$ cat config.mk
export PLATFORM = sky130hd
export DESIGN_NAME = partition_fit_allocator_core
export DESIGN_NICKNAME = d
export VERILOG_FILES = /design/src/rtl/pfa_pkg.sv /design/src/rtl/pfa_cell.sv /design/src/rtl/partition_fit_allocator_core.sv
export SDC_FILE = /design/constraint.sdc
export NUM_CORES = 1
export LEC_CHECK = 0
export BUFFER_PORTS_ARGS = -buffer_cell sky130_fd_sc_hd__buf_2
export CORE_MARGIN = 3
export CORE_UTILIZATION = 53
export DETAILED_ROUTE_END_ITERATION = 10
export GPL_ROUTABILITY_DRIVEN = 0
export MAX_ROUTING_LAYER = met4
export PLACE_DENSITY = 0.79
export SLEW_MARGIN = 10
export SYNTH_ARGS = -nofsm -noshare
export SYNTH_HDL_FRONTEND = slang
export SYNTH_HIERARCHICAL = 1
export SYNTH_SLANG_ARGS = --single-unit
$ cat constraint.sdc
create_clock -name clk -period 6.9 [get_ports clk]
set_clock_uncertainty 0.05 [all_clocks]
set_input_delay 0.345 -clock clk [delete_from_list [all_inputs] [get_ports clk]]
set_output_delay 0.345 -clock clk [all_outputs]
set_load 0.02 [all_outputs]
$ cat src/rtl/pfa_pkg.sv
// Package for the partition fit allocator: payload structs, status and policy codes,
// and the scan and write-back structs shared by the top level and the table cells.
// It depends on nothing else.
package pfa_pkg;

	localparam int PICK_W  = 6;
	localparam int COUNT_W = 7;
	localparam int SUM_W   = 14;

	localparam logic [1:0] FIT_FIRST = 2'd0;
	localparam logic [1:0] FIT_BEST  = 2'd1;
	localparam logic [1:0] FIT_WORST = 2'd2;

	localparam logic       CMD_ALLOC   = 1'b0;
	localparam logic       CMD_RELEASE = 1'b1;

	localparam logic       CFG_FIT_POLICY = 1'b0;
	localparam logic       CFG_CAPACITY   = 1'b1;

	localparam logic [7:0] CAPACITY_RESET = 8'd56;

	localparam logic [2:0] ST_PLACED    = 3'd0;
	localparam logic [2:0] ST_APPENDED  = 3'd1;
	localparam logic [2:0] ST_FAILED    = 3'd2;
	localparam logic [2:0] ST_RELEASED  = 3'd3;
	localparam logic [2:0] ST_NOT_FOUND = 3'd4;

	typedef enum logic [1:0] {
		FSM_IDLE,
		FSM_LAUNCH,
		FSM_SCAN
	} fsm_t;

	typedef struct packed {
		logic       cmd;
		logic [7:0] pid;
		logic [7:0] request_size;
	} request_t;

	typedef struct packed {
		logic [2:0] status;
		logic [3:0] part_index;
		logic [7:0] part_size;
	} result_t;

	typedef struct packed {
		logic               found;
		logic [PICK_W-1:0]  pick;
		logic [7:0]         pick_size;
		logic [SUM_W-1:0]   sum;
	} scan_acc_t;

	typedef struct packed {
		logic               cmd;
		logic [7:0]         pid;
		logic [7:0]         req;
		logic [1:0]         policy;
		logic [COUNT_W-1:0] count;
	} scan_op_t;

	typedef struct packed {
		logic              en;
		logic [PICK_W-1:0] idx;
		logic [7:0]        owner;
		logic [7:0]        size;
		logic [7:0]        occupied;
		logic              set_size;
	} wr_cmd_t;

endpackage

$ cat src/rtl/pfa_cell.sv
// One table cell of the partition fit allocator: it holds one partition entry and
// updates the scan record that passes through it on its way along the chain.
// It depends on pfa_pkg.
module pfa_cell #(
	parameter int CELL_IDX = 0
) (
	input  logic              clk,
	input  logic              arst_n,
	input  pfa_pkg::scan_op_t op,
	input  pfa_pkg::wr_cmd_t  wr,
	input  logic              tok_in,
	input  pfa_pkg::scan_acc_t acc_in,
	output logic              tok_out,
	output pfa_pkg::scan_acc_t acc_out
);

	localparam logic [pfa_pkg::PICK_W-1:0]  MY_IDX   = pfa_pkg::PICK_W'(CELL_IDX);
	localparam logic [pfa_pkg::COUNT_W-1:0] MY_COUNT = pfa_pkg::COUNT_W'(CELL_IDX);

	logic [7:0]          owner_q;
	logic [7:0]          size_q;
	logic [7:0]          occupied_q;
	logic                tok_q;
	pfa_pkg::scan_acc_t  acc_q;
	pfa_pkg::scan_acc_t  acc_nx;
	logic                active;
	logic                take;

	assign active = MY_COUNT < op.count;

	always_comb begin
		acc_nx = acc_in;
		take   = 1'b0;
		if (active) begin
			acc_nx.sum = acc_in.sum + pfa_pkg::SUM_W'(size_q);
			if (op.cmd == pfa_pkg::CMD_RELEASE) begin
				take = !acc_in.found && (owner_q == op.pid);
			end else if (owner_q == 8'd0 && size_q >= op.req) begin
				if (!acc_in.found) begin
					take = 1'b1;
				end else if (op.policy == pfa_pkg::FIT_BEST) begin
					take = size_q < acc_in.pick_size;
				end else if (op.policy == pfa_pkg::FIT_WORST) begin
					take = size_q > acc_in.pick_size;
				end
			end
		end
		if (take) begin
			acc_nx.found     = 1'b1;
			acc_nx.pick      = MY_IDX;
			acc_nx.pick_size = size_q;
		end
	end

	always_ff @(posedge clk or negedge arst_n) begin
		if (!arst_n) begin
			tok_q <= 1'b0;
		end else begin
			tok_q <= tok_in;
		end
	end

	always_ff @(posedge clk) begin
		acc_q <= acc_nx;
		if (wr.en && wr.idx == MY_IDX) begin
			owner_q    <= wr.owner;
			occupied_q <= wr.occupied;
			if (wr.set_size) begin
				size_q <= wr.size;
			end
		end
	end

	assign tok_out = tok_q;
	assign acc_out = acc_q;

endmodule

$ cat src/rtl/partition_fit_allocator_core.sv
// Top level of the partition fit allocator: request control, configuration registers,
// the chain of table cells and the result register.
// It depends on pfa_pkg and pfa_cell.

// A request is taken when start is high and busy is low; its result appears on result
// with done high for one cycle, and busy falls in that same cycle. A new request is
// taken only once busy is low again. The scan record walks the chain of table cells,
// one cell per cycle, followed by the decision and write-back, which register the
// result and update the table; the result is then shown while the block is idle.
// The receiver cannot hold a result off, so done must be sampled when it is high.
module partition_fit_allocator_core #(
	parameter int MAX_PARTITIONS = 16
) (
	input  logic              clk,
	input  logic              arst_n,
	input  logic              start,
	output logic              busy,
	input  pfa_pkg::request_t request,
	output logic              done,
	output pfa_pkg::result_t  result,
	input  logic              cfg_we,
	input  logic              cfg_index,
	input  logic [7:0]        cfg_data
);

	pfa_pkg::fsm_t                 state_q;
	pfa_pkg::fsm_t                 state_nx;
	pfa_pkg::request_t             req_q;
	logic [1:0]                    fit_policy_q;
	logic [7:0]                    capacity_q;
	logic [pfa_pkg::COUNT_W-1:0]   count_q;
	logic [pfa_pkg::COUNT_W-1:0]   count_nx;
	logic                          done_q;
	pfa_pkg::result_t              result_q;
	pfa_pkg::result_t              result_nx;
	logic                          finish;
	pfa_pkg::scan_op_t             op;
	pfa_pkg::wr_cmd_t              wr;
	logic                          tok_chain [0:MAX_PARTITIONS];
	pfa_pkg::scan_acc_t            acc_chain [0:MAX_PARTITIONS];
	pfa_pkg::scan_acc_t            acc_last;
	logic [pfa_pkg::SUM_W:0]       total;

	assign busy = state_q != pfa_pkg::FSM_IDLE;

	assign op.cmd    = req_q.cmd;
	assign op.pid    = req_q.pid;
	assign op.req    = req_q.request_size;
	assign op.policy = fit_policy_q;
	assign op.count  = count_q;

	assign tok_chain[0] = state_q == pfa_pkg::FSM_LAUNCH;
	assign acc_chain[0] = '0;

	for (genvar i = 0; i < MAX_PARTITIONS; i++) begin : g_cell
		pfa_cell #(
			.CELL_IDX(i)
		) u_cell (
			.clk    (clk),
			.arst_n (arst_n),
			.op     (op),
			.wr     (wr),
			.tok_in (tok_chain[i]),
			.acc_in (acc_chain[i]),
			.tok_out(tok_chain[i+1]),
			.acc_out(acc_chain[i+1])
		);
	end

	assign acc_last = acc_chain[MAX_PARTITIONS];
	assign total    = {1'b0, acc_last.sum} + (pfa_pkg::SUM_W + 1)'(req_q.request_size);

	always_comb begin
		state_nx  = state_q;
		finish    = 1'b0;
		unique case (state_q)
			pfa_pkg::FSM_IDLE: begin
				if (start) begin
					state_nx = pfa_pkg::FSM_LAUNCH;
				end
			end
			pfa_pkg::FSM_LAUNCH: begin
				state_nx = pfa_pkg::FSM_SCAN;
			end
			pfa_pkg::FSM_SCAN: begin
				if (tok_chain[MAX_PARTITIONS]) begin
					finish   = 1'b1;
					state_nx = pfa_pkg::FSM_IDLE;
				end
			end
			default: begin
				state_nx = pfa_pkg::FSM_IDLE;
			end
		endcase
	end

	always_comb begin
		wr        = '0;
		count_nx  = count_q;
		result_nx = '0;
		if (req_q.cmd == pfa_pkg::CMD_RELEASE) begin
			if (acc_last.found) begin
				wr.en                = finish;
				wr.idx               = acc_last.pick;
				result_nx.status     = pfa_pkg::ST_RELEASED;
				result_nx.part_index = acc_last.pick[3:0];
				result_nx.part_size  = acc_last.pick_size;
			end else begin
				result_nx.status = pfa_pkg::ST_NOT_FOUND;
			end
		end else if (acc_last.found) begin
			wr.en                = finish;
			wr.idx               = acc_last.pick;
			wr.owner             = req_q.pid;
			wr.occupied          = req_q.request_size;
			result_nx.status     = pfa_pkg::ST_PLACED;
			result_nx.part_index = acc_last.pick[3:0];
			result_nx.part_size  = acc_last.pick_size;
		end else if (count_q < pfa_pkg::COUNT_W'(MAX_PARTITIONS)
				&& total <= (pfa_pkg::SUM_W + 1)'(capacity_q)) begin
			wr.en                = finish;
			wr.idx               = count_q[pfa_pkg::PICK_W-1:0];
			wr.owner             = req_q.pid;
			wr.size              = req_q.request_size;
			wr.occupied          = req_q.request_size;
			wr.set_size          = 1'b1;
			count_nx             = count_q + pfa_pkg::COUNT_W'(1);
			result_nx.status     = pfa_pkg::ST_APPENDED;
			result_nx.part_index = count_q[3:0];
			result_nx.part_size  = req_q.request_size;
		end else begin
			result_nx.status = pfa_pkg::ST_FAILED;
		end
	end

	always_ff @(posedge clk or negedge arst_n) begin
		if (!arst_n) begin
			state_q      <= pfa_pkg::FSM_IDLE;
			count_q      <= '0;
			done_q       <= 1'b0;
			fit_policy_q <= pfa_pkg::FIT_FIRST;
			capacity_q   <= pfa_pkg::CAPACITY_RESET;
		end else begin
			state_q <= state_nx;
			done_q  <= finish;
			if (finish) begin
				count_q <= count_nx;
			end
			if (cfg_we) begin
				unique case (cfg_index)
					pfa_pkg::CFG_FIT_POLICY: fit_policy_q <= cfg_data[1:0];
					pfa_pkg::CFG_CAPACITY:   capacity_q   <= cfg_data;
					default: ;
				endcase
			end
		end
	end

	always_ff @(posedge clk) begin
		if (start && !busy) begin
			req_q <= request;
		end
		if (finish) begin
			result_q <= result_nx;
		end
	end

	assign done   = done_q;
	assign result = result_q;

endmodule

# Word level (Yosys, flattened, before mapping)
# Index checks and enable logic that the tools add are counted.
dict set report word_totals {
  reg_bits 788
  in_bits 30
  output_inout_bits 17
  elab_cells 492
}
dict set report op_classes {
  addsub 17
  n_lt_le_gt_ge 64
  eq_ne 37
  mux 143
  bitwise_logic 3
  reduce_logical 104
}
# operator count
set ops {}
lappend ops {{adder 14 x 8 -> 14 bit} 15}
lappend ops {{two-way mux 14 bit} 15}
lappend ops {{two-way mux 8 bit} 17}
lappend ops {{equality test 8 bit} 16}
lappend ops {{>= comparator 8 bit} 16}
lappend ops {{logical NOT 8 bit} 16}
lappend ops {{> comparator 8 bit} 15}
lappend ops {{< comparator 8 bit} 15}
lappend ops {{two-way mux 1 bit} 96}
lappend ops {{two-way mux 15 bit} 4}
lappend ops {{< comparator 4 x 7 -> 1 bit (first input constant)} 8}
lappend ops {{logical AND 1 bit} 49}
lappend ops {{equality test 6 x 4 -> 1 bit (second input constant)} 8}
lappend ops {{AND reduction 2 bit} 19}
lappend ops {{two-way mux 32 bit} 1}
lappend ops {{< comparator 3 x 7 -> 1 bit (first input constant)} 4}
lappend ops {{two-way mux 25 bit} 1}
lappend ops {{equality test 6 x 3 -> 1 bit (second input constant)} 4}
lappend ops {{two-way mux 12 bit} 2}
lappend ops {{logical NOT 1 bit} 16}
lappend ops {{adder 14 x 8 -> 15 bit} 1}
lappend ops {{<= comparator 15 x 8 -> 1 bit} 1}
lappend ops {{< comparator 1 x 7 -> 1 bit (first input constant)} 2}
lappend ops {{< comparator 2 x 7 -> 1 bit (first input constant)} 2}
lappend ops {{other kinds (17)} 25}

# Longest topological paths before layout
dict set report logic_depth {
  depth_word 9
  ltp_mapped 18
  mapped_depth_nobuf 17
}

# Modules after synthesis
# The synthesis kept the hierarchy.
# module instances cells_each area_each_um2 seq_area_each_um2
set by_module_without_submodules {}
lappend by_module_without_submodules {partition_fit_allocator_core 1 244 2934.1 1465.2}
lappend by_module_without_submodules {{pfa_cell (g_cell[10].u_cell)} 1 222 2371.0 1086.0}
lappend by_module_without_submodules {{pfa_cell (g_cell[8].u_cell)} 1 221 2371.0 1086.0}
lappend by_module_without_submodules {{pfa_cell (g_cell[9].u_cell)} 1 217 2361.0 1086.0}
lappend by_module_without_submodules {{pfa_cell (g_cell[0].u_cell)} 1 218 2348.5 1086.0}
lappend by_module_without_submodules {{pfa_cell (g_cell[13].u_cell)} 1 219 2347.3 1086.0}
lappend by_module_without_submodules {{pfa_cell (g_cell[15].u_cell)} 1 218 2344.7 1086.0}
lappend by_module_without_submodules {{pfa_cell (g_cell[5].u_cell)} 1 219 2344.7 1086.0}
lappend by_module_without_submodules {{pfa_cell (g_cell[11].u_cell)} 1 212 2342.2 1086.0}
lappend by_module_without_submodules {{pfa_cell (g_cell[14].u_cell)} 1 220 2342.2 1086.0}
lappend by_module_without_submodules {{pfa_cell (g_cell[12].u_cell)} 1 219 2337.2 1086.0}
lappend by_module_without_submodules {{pfa_cell (g_cell[6].u_cell)} 1 218 2336.0 1086.0}
lappend by_module_without_submodules {{pfa_cell (g_cell[7].u_cell)} 1 219 2336.0 1086.0}
lappend by_module_without_submodules {{pfa_cell (g_cell[2].u_cell)} 1 218 2334.7 1086.0}
lappend by_module_without_submodules {{+3 rows} - - - -}

# Worst setup path after synthesis
# Ideal clock, no wire load.
dict set report synth_path {
  path_type {flip-flop to flip-flop}
  from {register req_q, in the netlist op[9]}
  to {register g_cell[1].u_cell.size_q[0] (enable)}
  setup_time_ns 0.332
  t_arrival_ns 5.687
  required_time_ns 6.518
  setup_slack_ns 0.831
  path_stages_with_launch 18
  path_buffers 0
  period_less_slack_ns 6.069
  path_cell_list {edfxtp_1 ha_1 inv_1 fa_1 nand2b_1 nand2b_1 a21oi_1 xnor2_1 ha_1 a2111oi_2 a221oi_1 o32a_1 nor4_4 a41oi_1 nor2_1 or4b_2 nor4b_1 and2_1}
}
# element line
set synth_rtl {}
lappend synth_rtl {{start, declared} partition_fit_allocator_core.sv:28} ;# pfa_pkg::request_t req_q;
lappend synth_rtl {{start signal, assigned} partition_fit_allocator_core.sv:161} ;# req_q <= request;
lappend synth_rtl {{end signal, assigned} pfa_cell.sv:69} ;# size_q <= wr.size;
lappend synth_rtl {{end, declared} pfa_cell.sv:21} ;# logic [7:0] size_q;

# Final worst setup path
dict set report layout_path {
  from {register req_q, in the netlist op[10]}
  to {register g_cell[2].u_cell.size_q[6] (enable)}
}
dict set report layout_via {
  elab_chain_len 9
  elab_cells_between_ends 11
  classes_between {1 x add/sub; 1 x order compare; 1 x eq/ne; 5 x mux; 3 x reduce/logical}
}
# element line
set layout_rtl {}
lappend layout_rtl {{adder 14 x 8 -> 15 bit *} partition_fit_allocator_core.sv:71} ;# assign total = {1'b0, acc_last.sum} + (pfa_pkg::SUM_W + 1)'(req_q.request_size);
lappend layout_rtl {{<= comparator 15 x 8 -> 1 bit *} partition_fit_allocator_core.sv:120} ;# && total <= (pfa_pkg::SUM_W + 1)'(capacity_q)) begin
lappend layout_rtl {{logical AND 1 bit *} partition_fit_allocator_core.sv:120}
lappend layout_rtl {{two-way mux 32 bit *} partition_fit_allocator_core.sv:119} ;# end else if (count_q < pfa_pkg::COUNT_W'(MAX_PARTITIONS)
lappend layout_rtl {{two-way mux 15 bit} partition_fit_allocator_core.sv:111} ;# end else if (acc_last.found) begin
lappend layout_rtl {{two-way mux 7 bit} partition_fit_allocator_core.sv:101} ;# if (req_q.cmd == pfa_pkg::CMD_RELEASE) begin
lappend layout_rtl {{equality test 6 x 2 -> 1 bit} pfa_cell.sv:65} ;# if (wr.en && wr.idx == MY_IDX) begin
lappend layout_rtl {{logical AND 1 bit} pfa_cell.sv:65}
lappend layout_rtl {{AND reduction 2 bit (no line) *} -}
lappend layout_rtl {{end signal, assigned} pfa_cell.sv:69}
lappend layout_rtl {{end, declared} pfa_cell.sv:21}
# Every way passes the cells marked *; elsewhere a longest branch is shown, timed or not.
# A chain may end at the register's enable or synchronous reset.

==> results.txt <==
The endpoint identified for the worst register-to-register timing path is g_cell[2].u_cell/size_q[6]. The number of synthesis warnings is 6. The internal power summed over all cells came out at 8.222 mW. In the global route stage, overall resource usage came out at 0.2555. The via count of the first global-routing pass came out at 28340.

Buffers placed on the I/O ports in this run total 46. The number of buffer and inverter stages on the critical path came out at 1. The worst-case IR drop observed on VDD is 246.1 uV.

The number of design-rule violations left by the first detailed-router iteration is 2168. The routed layout has 28630 vias. The height of the chip is 282.1 um. Measured in cells, the most critical reg-to-reg path has a length of 15. The clock latency on the worst-skew pair came out at 640 ps. The number of clock buffers inserted by TritonCTS came out at 80. The proportion of total power due to net switching came out at 0.2575. The highest metal layer carrying signal wires in the routed design is met4. The initial utilization of the core area, before any placement, comes to 0.5389. The number of standard cells in the final layout excluding fillers came out at 4970. The number of rows in the core area is 100. The share of total power dissipated in sequential elements is 0.467. The number of antenna violations at the first check in global routing is 3. The classification of the worst setup path is reg2reg. TritonCTS built the clock tree. In this run the deepest clock path goes through 3 buffers.

The utilization after layout is 0.6015. The power per standard cell area came out at 245.6 nW/um2. The worst register-to-register path begins at op[10]. The overall die area is 79560 um2. The largest fanout on the critical path came out at 20. The biggest cell delay along the critical path is 910 ps. The setup slack of the worst register-to-register path is 880 ps. The data arrival time of the worst path came out at 6280 ps.

The pin count of the biggest net entering global routing is 45. The total number of nets in the final design is 4382. The proportion of power drawn by the clock network is 0.399. The final total negative setup slack came out at 0 ps. The routed wire length on met3 is 7.337 mm. After clock tree synthesis, the clock-pin slew on the worst setup and hold paths is 70 ps.

The wire length per cell after detailed routing came out at 20.09 um. Among the stages of the critical path, the cell type that occurs most often is ha_1. The standard cell core area is 74950 um2. The layout has 5756 filler cells. The number of pins exceeding their max-slew limit in the final report was 0. The die is 282.1 um wide. Setup violations remaining at the end of the flow were counted as 0. The total half-perimeter wirelength after legalization and detailed placement is 70.43 mm. The relative contribution of combinational cells to total power came out at 0.134. In this run the static leakage power is 19.27 nW.

The met1 routed wirelength after detailed routing is 40.64 mm. The first-pass GRT wire length came out at 153.8 mm. The max capacitance violation total is 0. Following the worst setup path forward leads to its endpoint at g_cell[2].u_cell/size_q[6]. The standard cell with the maximum stage delay on the critical path is nor4b_2.

Setup repair after global routing left no endpoint under its margin. The worst setup path is captured at a register. The run finished with clean final reports. The peak clock frequency supported by timing came out at 0.1661 GHz.

CTS built an H-tree with a depth of 3. For this run, design rule violations remaining after detail routing come to 0. Summed over all nets, the switching power comes to 2.852 mW. Buffers added to address setup during post-CTS repair amount to 0. In this run the worst hold path is classified as in2reg. The total wire length after detailed routing is 99.86 mm. The number of vias per cell came out at 5.760. Among cell families on the critical path, the largest total delay comes from simple AND/OR/NAND/NOR gates. 47 I/O pins were placed. The required arrival time at the worst endpoint is 7160 ps. The count of nets left with antenna violations after detail routing came out at 0. The number of stages on the worst setup path came out at 15. The synthesized instance count came out at 3729. The first element of the critical path is op[10].

Before antenna repair, the detailed router went through 6 iterations. Hold is met by 102.5 ps. The worst max-slew margin expressed relative to the limit is 0.2280. The total global routing overflow is 0. The final hold violation count is 0.

The signal on the critical path passes through buf_4 > ha_1 > a211oi_1 > o21ai_0 > a21o_2 > a21oi_1 > xnor2_1 > ha_1 > nand2_1 > o32a_1 > nor4_4 > and3_4 > a32o_1 > nor4b_2 > and2_1. STA classifies the critical path startpoint as a register. The period utilization is 0.8726.

The instance count after placement with tap cells included came out at 4794. The post-cts gate resize count is 0. Summed over all nets, wire length on met2 after detailed routing comes to 47.09 mm. Subtracting the final worst setup slack from the clock period gives 6021 ps. After synthesis the cells add up to 40390 um2. The post-synthesis area per instance is 10.83 um2. The overall power after layout came out at 11.07 mW.

CTS placed an instance of clkbuf_16 at the clock tree root. At the pin with the least slew margin, the transition time is 1154 ps. The startpoint identified for the worst hold timing path is cfg_we. From synthesis to final layout, the design area changed by 11.61%. The share of final-layout standard cells stronger than drive strength 1 is 0.1190. CTS saw 788 sinks.
==> power by group through the flow <==
| stage | sequential [mW] | combinational (mW) | clock, mW |
|---|---|---|---|
| final | 5.17 | 1.48 | 4.42 |
| after global placement | 5.27 | 1.36 | 0 |
| after global routing | 5.19 | 1.63 | 4.65 |
| after detailed placement | 5.27 | 1.42 | 0 |
| after floorplan | 5.31 | 0.926 | 0 |
| after CTS | 5.17 | 1.46 | 4.47 |
==> cell usage in the layout (no fill, tap or decap), types with 49 or more instances in the layout <==
| master | count |
|---|---|
| o21ai_0 | 129 |
| a21oi_1 | 223 |
| nor2b_1 | 76 |
| nand2_1 | 213 |
| nor3_1 | 79 |
| xor2_1 | 137 |
| mux2_2 | 83 |
| a21o_1 | 59 |
| nor2_1 | 196 |
| nand4_1 | 58 |
| buf_4 | 49 |
| nand2b_1 | 51 |
| ha_1 | 401 |
| nand3_1 | 54 |
| inv_1 | 341 |
| dfxtp_1 | 464 |
| edfxtp_1 | 288 |
| conb_1 | 56 |
| xnor2_1 | 170 |
| clkbuf_16 | 82 |
==> sequential cells by signal, summed over array words and instances, names as in the netlist <==
| name | flops |
|---|---|
| state_q | 2 |
| g_cell.u_cell/tok_out | 16 |
| op | 17 |
| fit_policy_q | 2 |
| capacity_q | 8 |
| g_cell.u_cell/size_q | 128 |
| result | 15 |
| g_cell.u_cell/owner_q | 128 |
| count_q | 7 |
| g_cell.u_cell/acc_out | 464 |
| done | 1 |
==> layer usage <==
metal / vias up / track usage
met4: 0 / 0.1157
li1: 13610 / -
met2: 1100 / 0.4146
met5: - / -
met3: 305 / 0.04003
met1: 13610 / 0.3160
==> stage by stage <==
stage	worst slack (ps)	cell area, um2
after floorplan	842.3	40600
after global placement	1123	42120
after detailed placement	1026	42120
after CTS	955.8	45080
after global routing	590.6	45080
final	879.3	45080
==> worst reg2reg max path, cell delays in order, from the launching register on <==
cell,delay (ps)
edfxtp_1,360
buf_4,200
ha_1,320
a211oi_1,270
o21ai_0,180
a21o_2,240
a21oi_1,170
xnor2_1,90
ha_1,290
nand2_1,70
o32a_1,390
nor4_4,510
and3_4,420
a32o_1,720
nor4b_2,920
and2_1,480
==> worst min path at each step <==
stage                          endpoint  cells past startpoint
2_1_floorplan             capacity_q[0]                      0
3_3_place_gp   g_cell[4].u_cell/tok_out                      0
3_5_place_dp   g_cell[1].u_cell/tok_out                      0
4_1_cts                 fit_policy_q[1]                      3
5_1_grt                 fit_policy_q[1]                      3
6_report                fit_policy_q[1]                      3
==> repair_timing <==
item                                    CTS  global route
hold endpoints to repair                 61             0
endpoints found under the setup margin    0             0
hold buffers                             27             0
==> layout make-up <==
| cell class | count | area [um2] | share of cell area |
|---|---|---|---|
| sequential | 788 | 18840 | 0.4180 |
| clock inverter | 40 | 467.9 | 0.01038 |
| clock buffer | 107 | 2220 | 0.04924 |
| inverter | 347 | 1303 | 0.02889 |
| antenna | 2 | 5.005 | 0.0001110 |
| tap | 969 | 1212 | 0.02689 |
| timing repair buffer | 122 | 868.3 | 0.01926 |
| multi-input combinational | 2595 | 20160 | 0.4473 |
(Power assumes the default switching activity.)
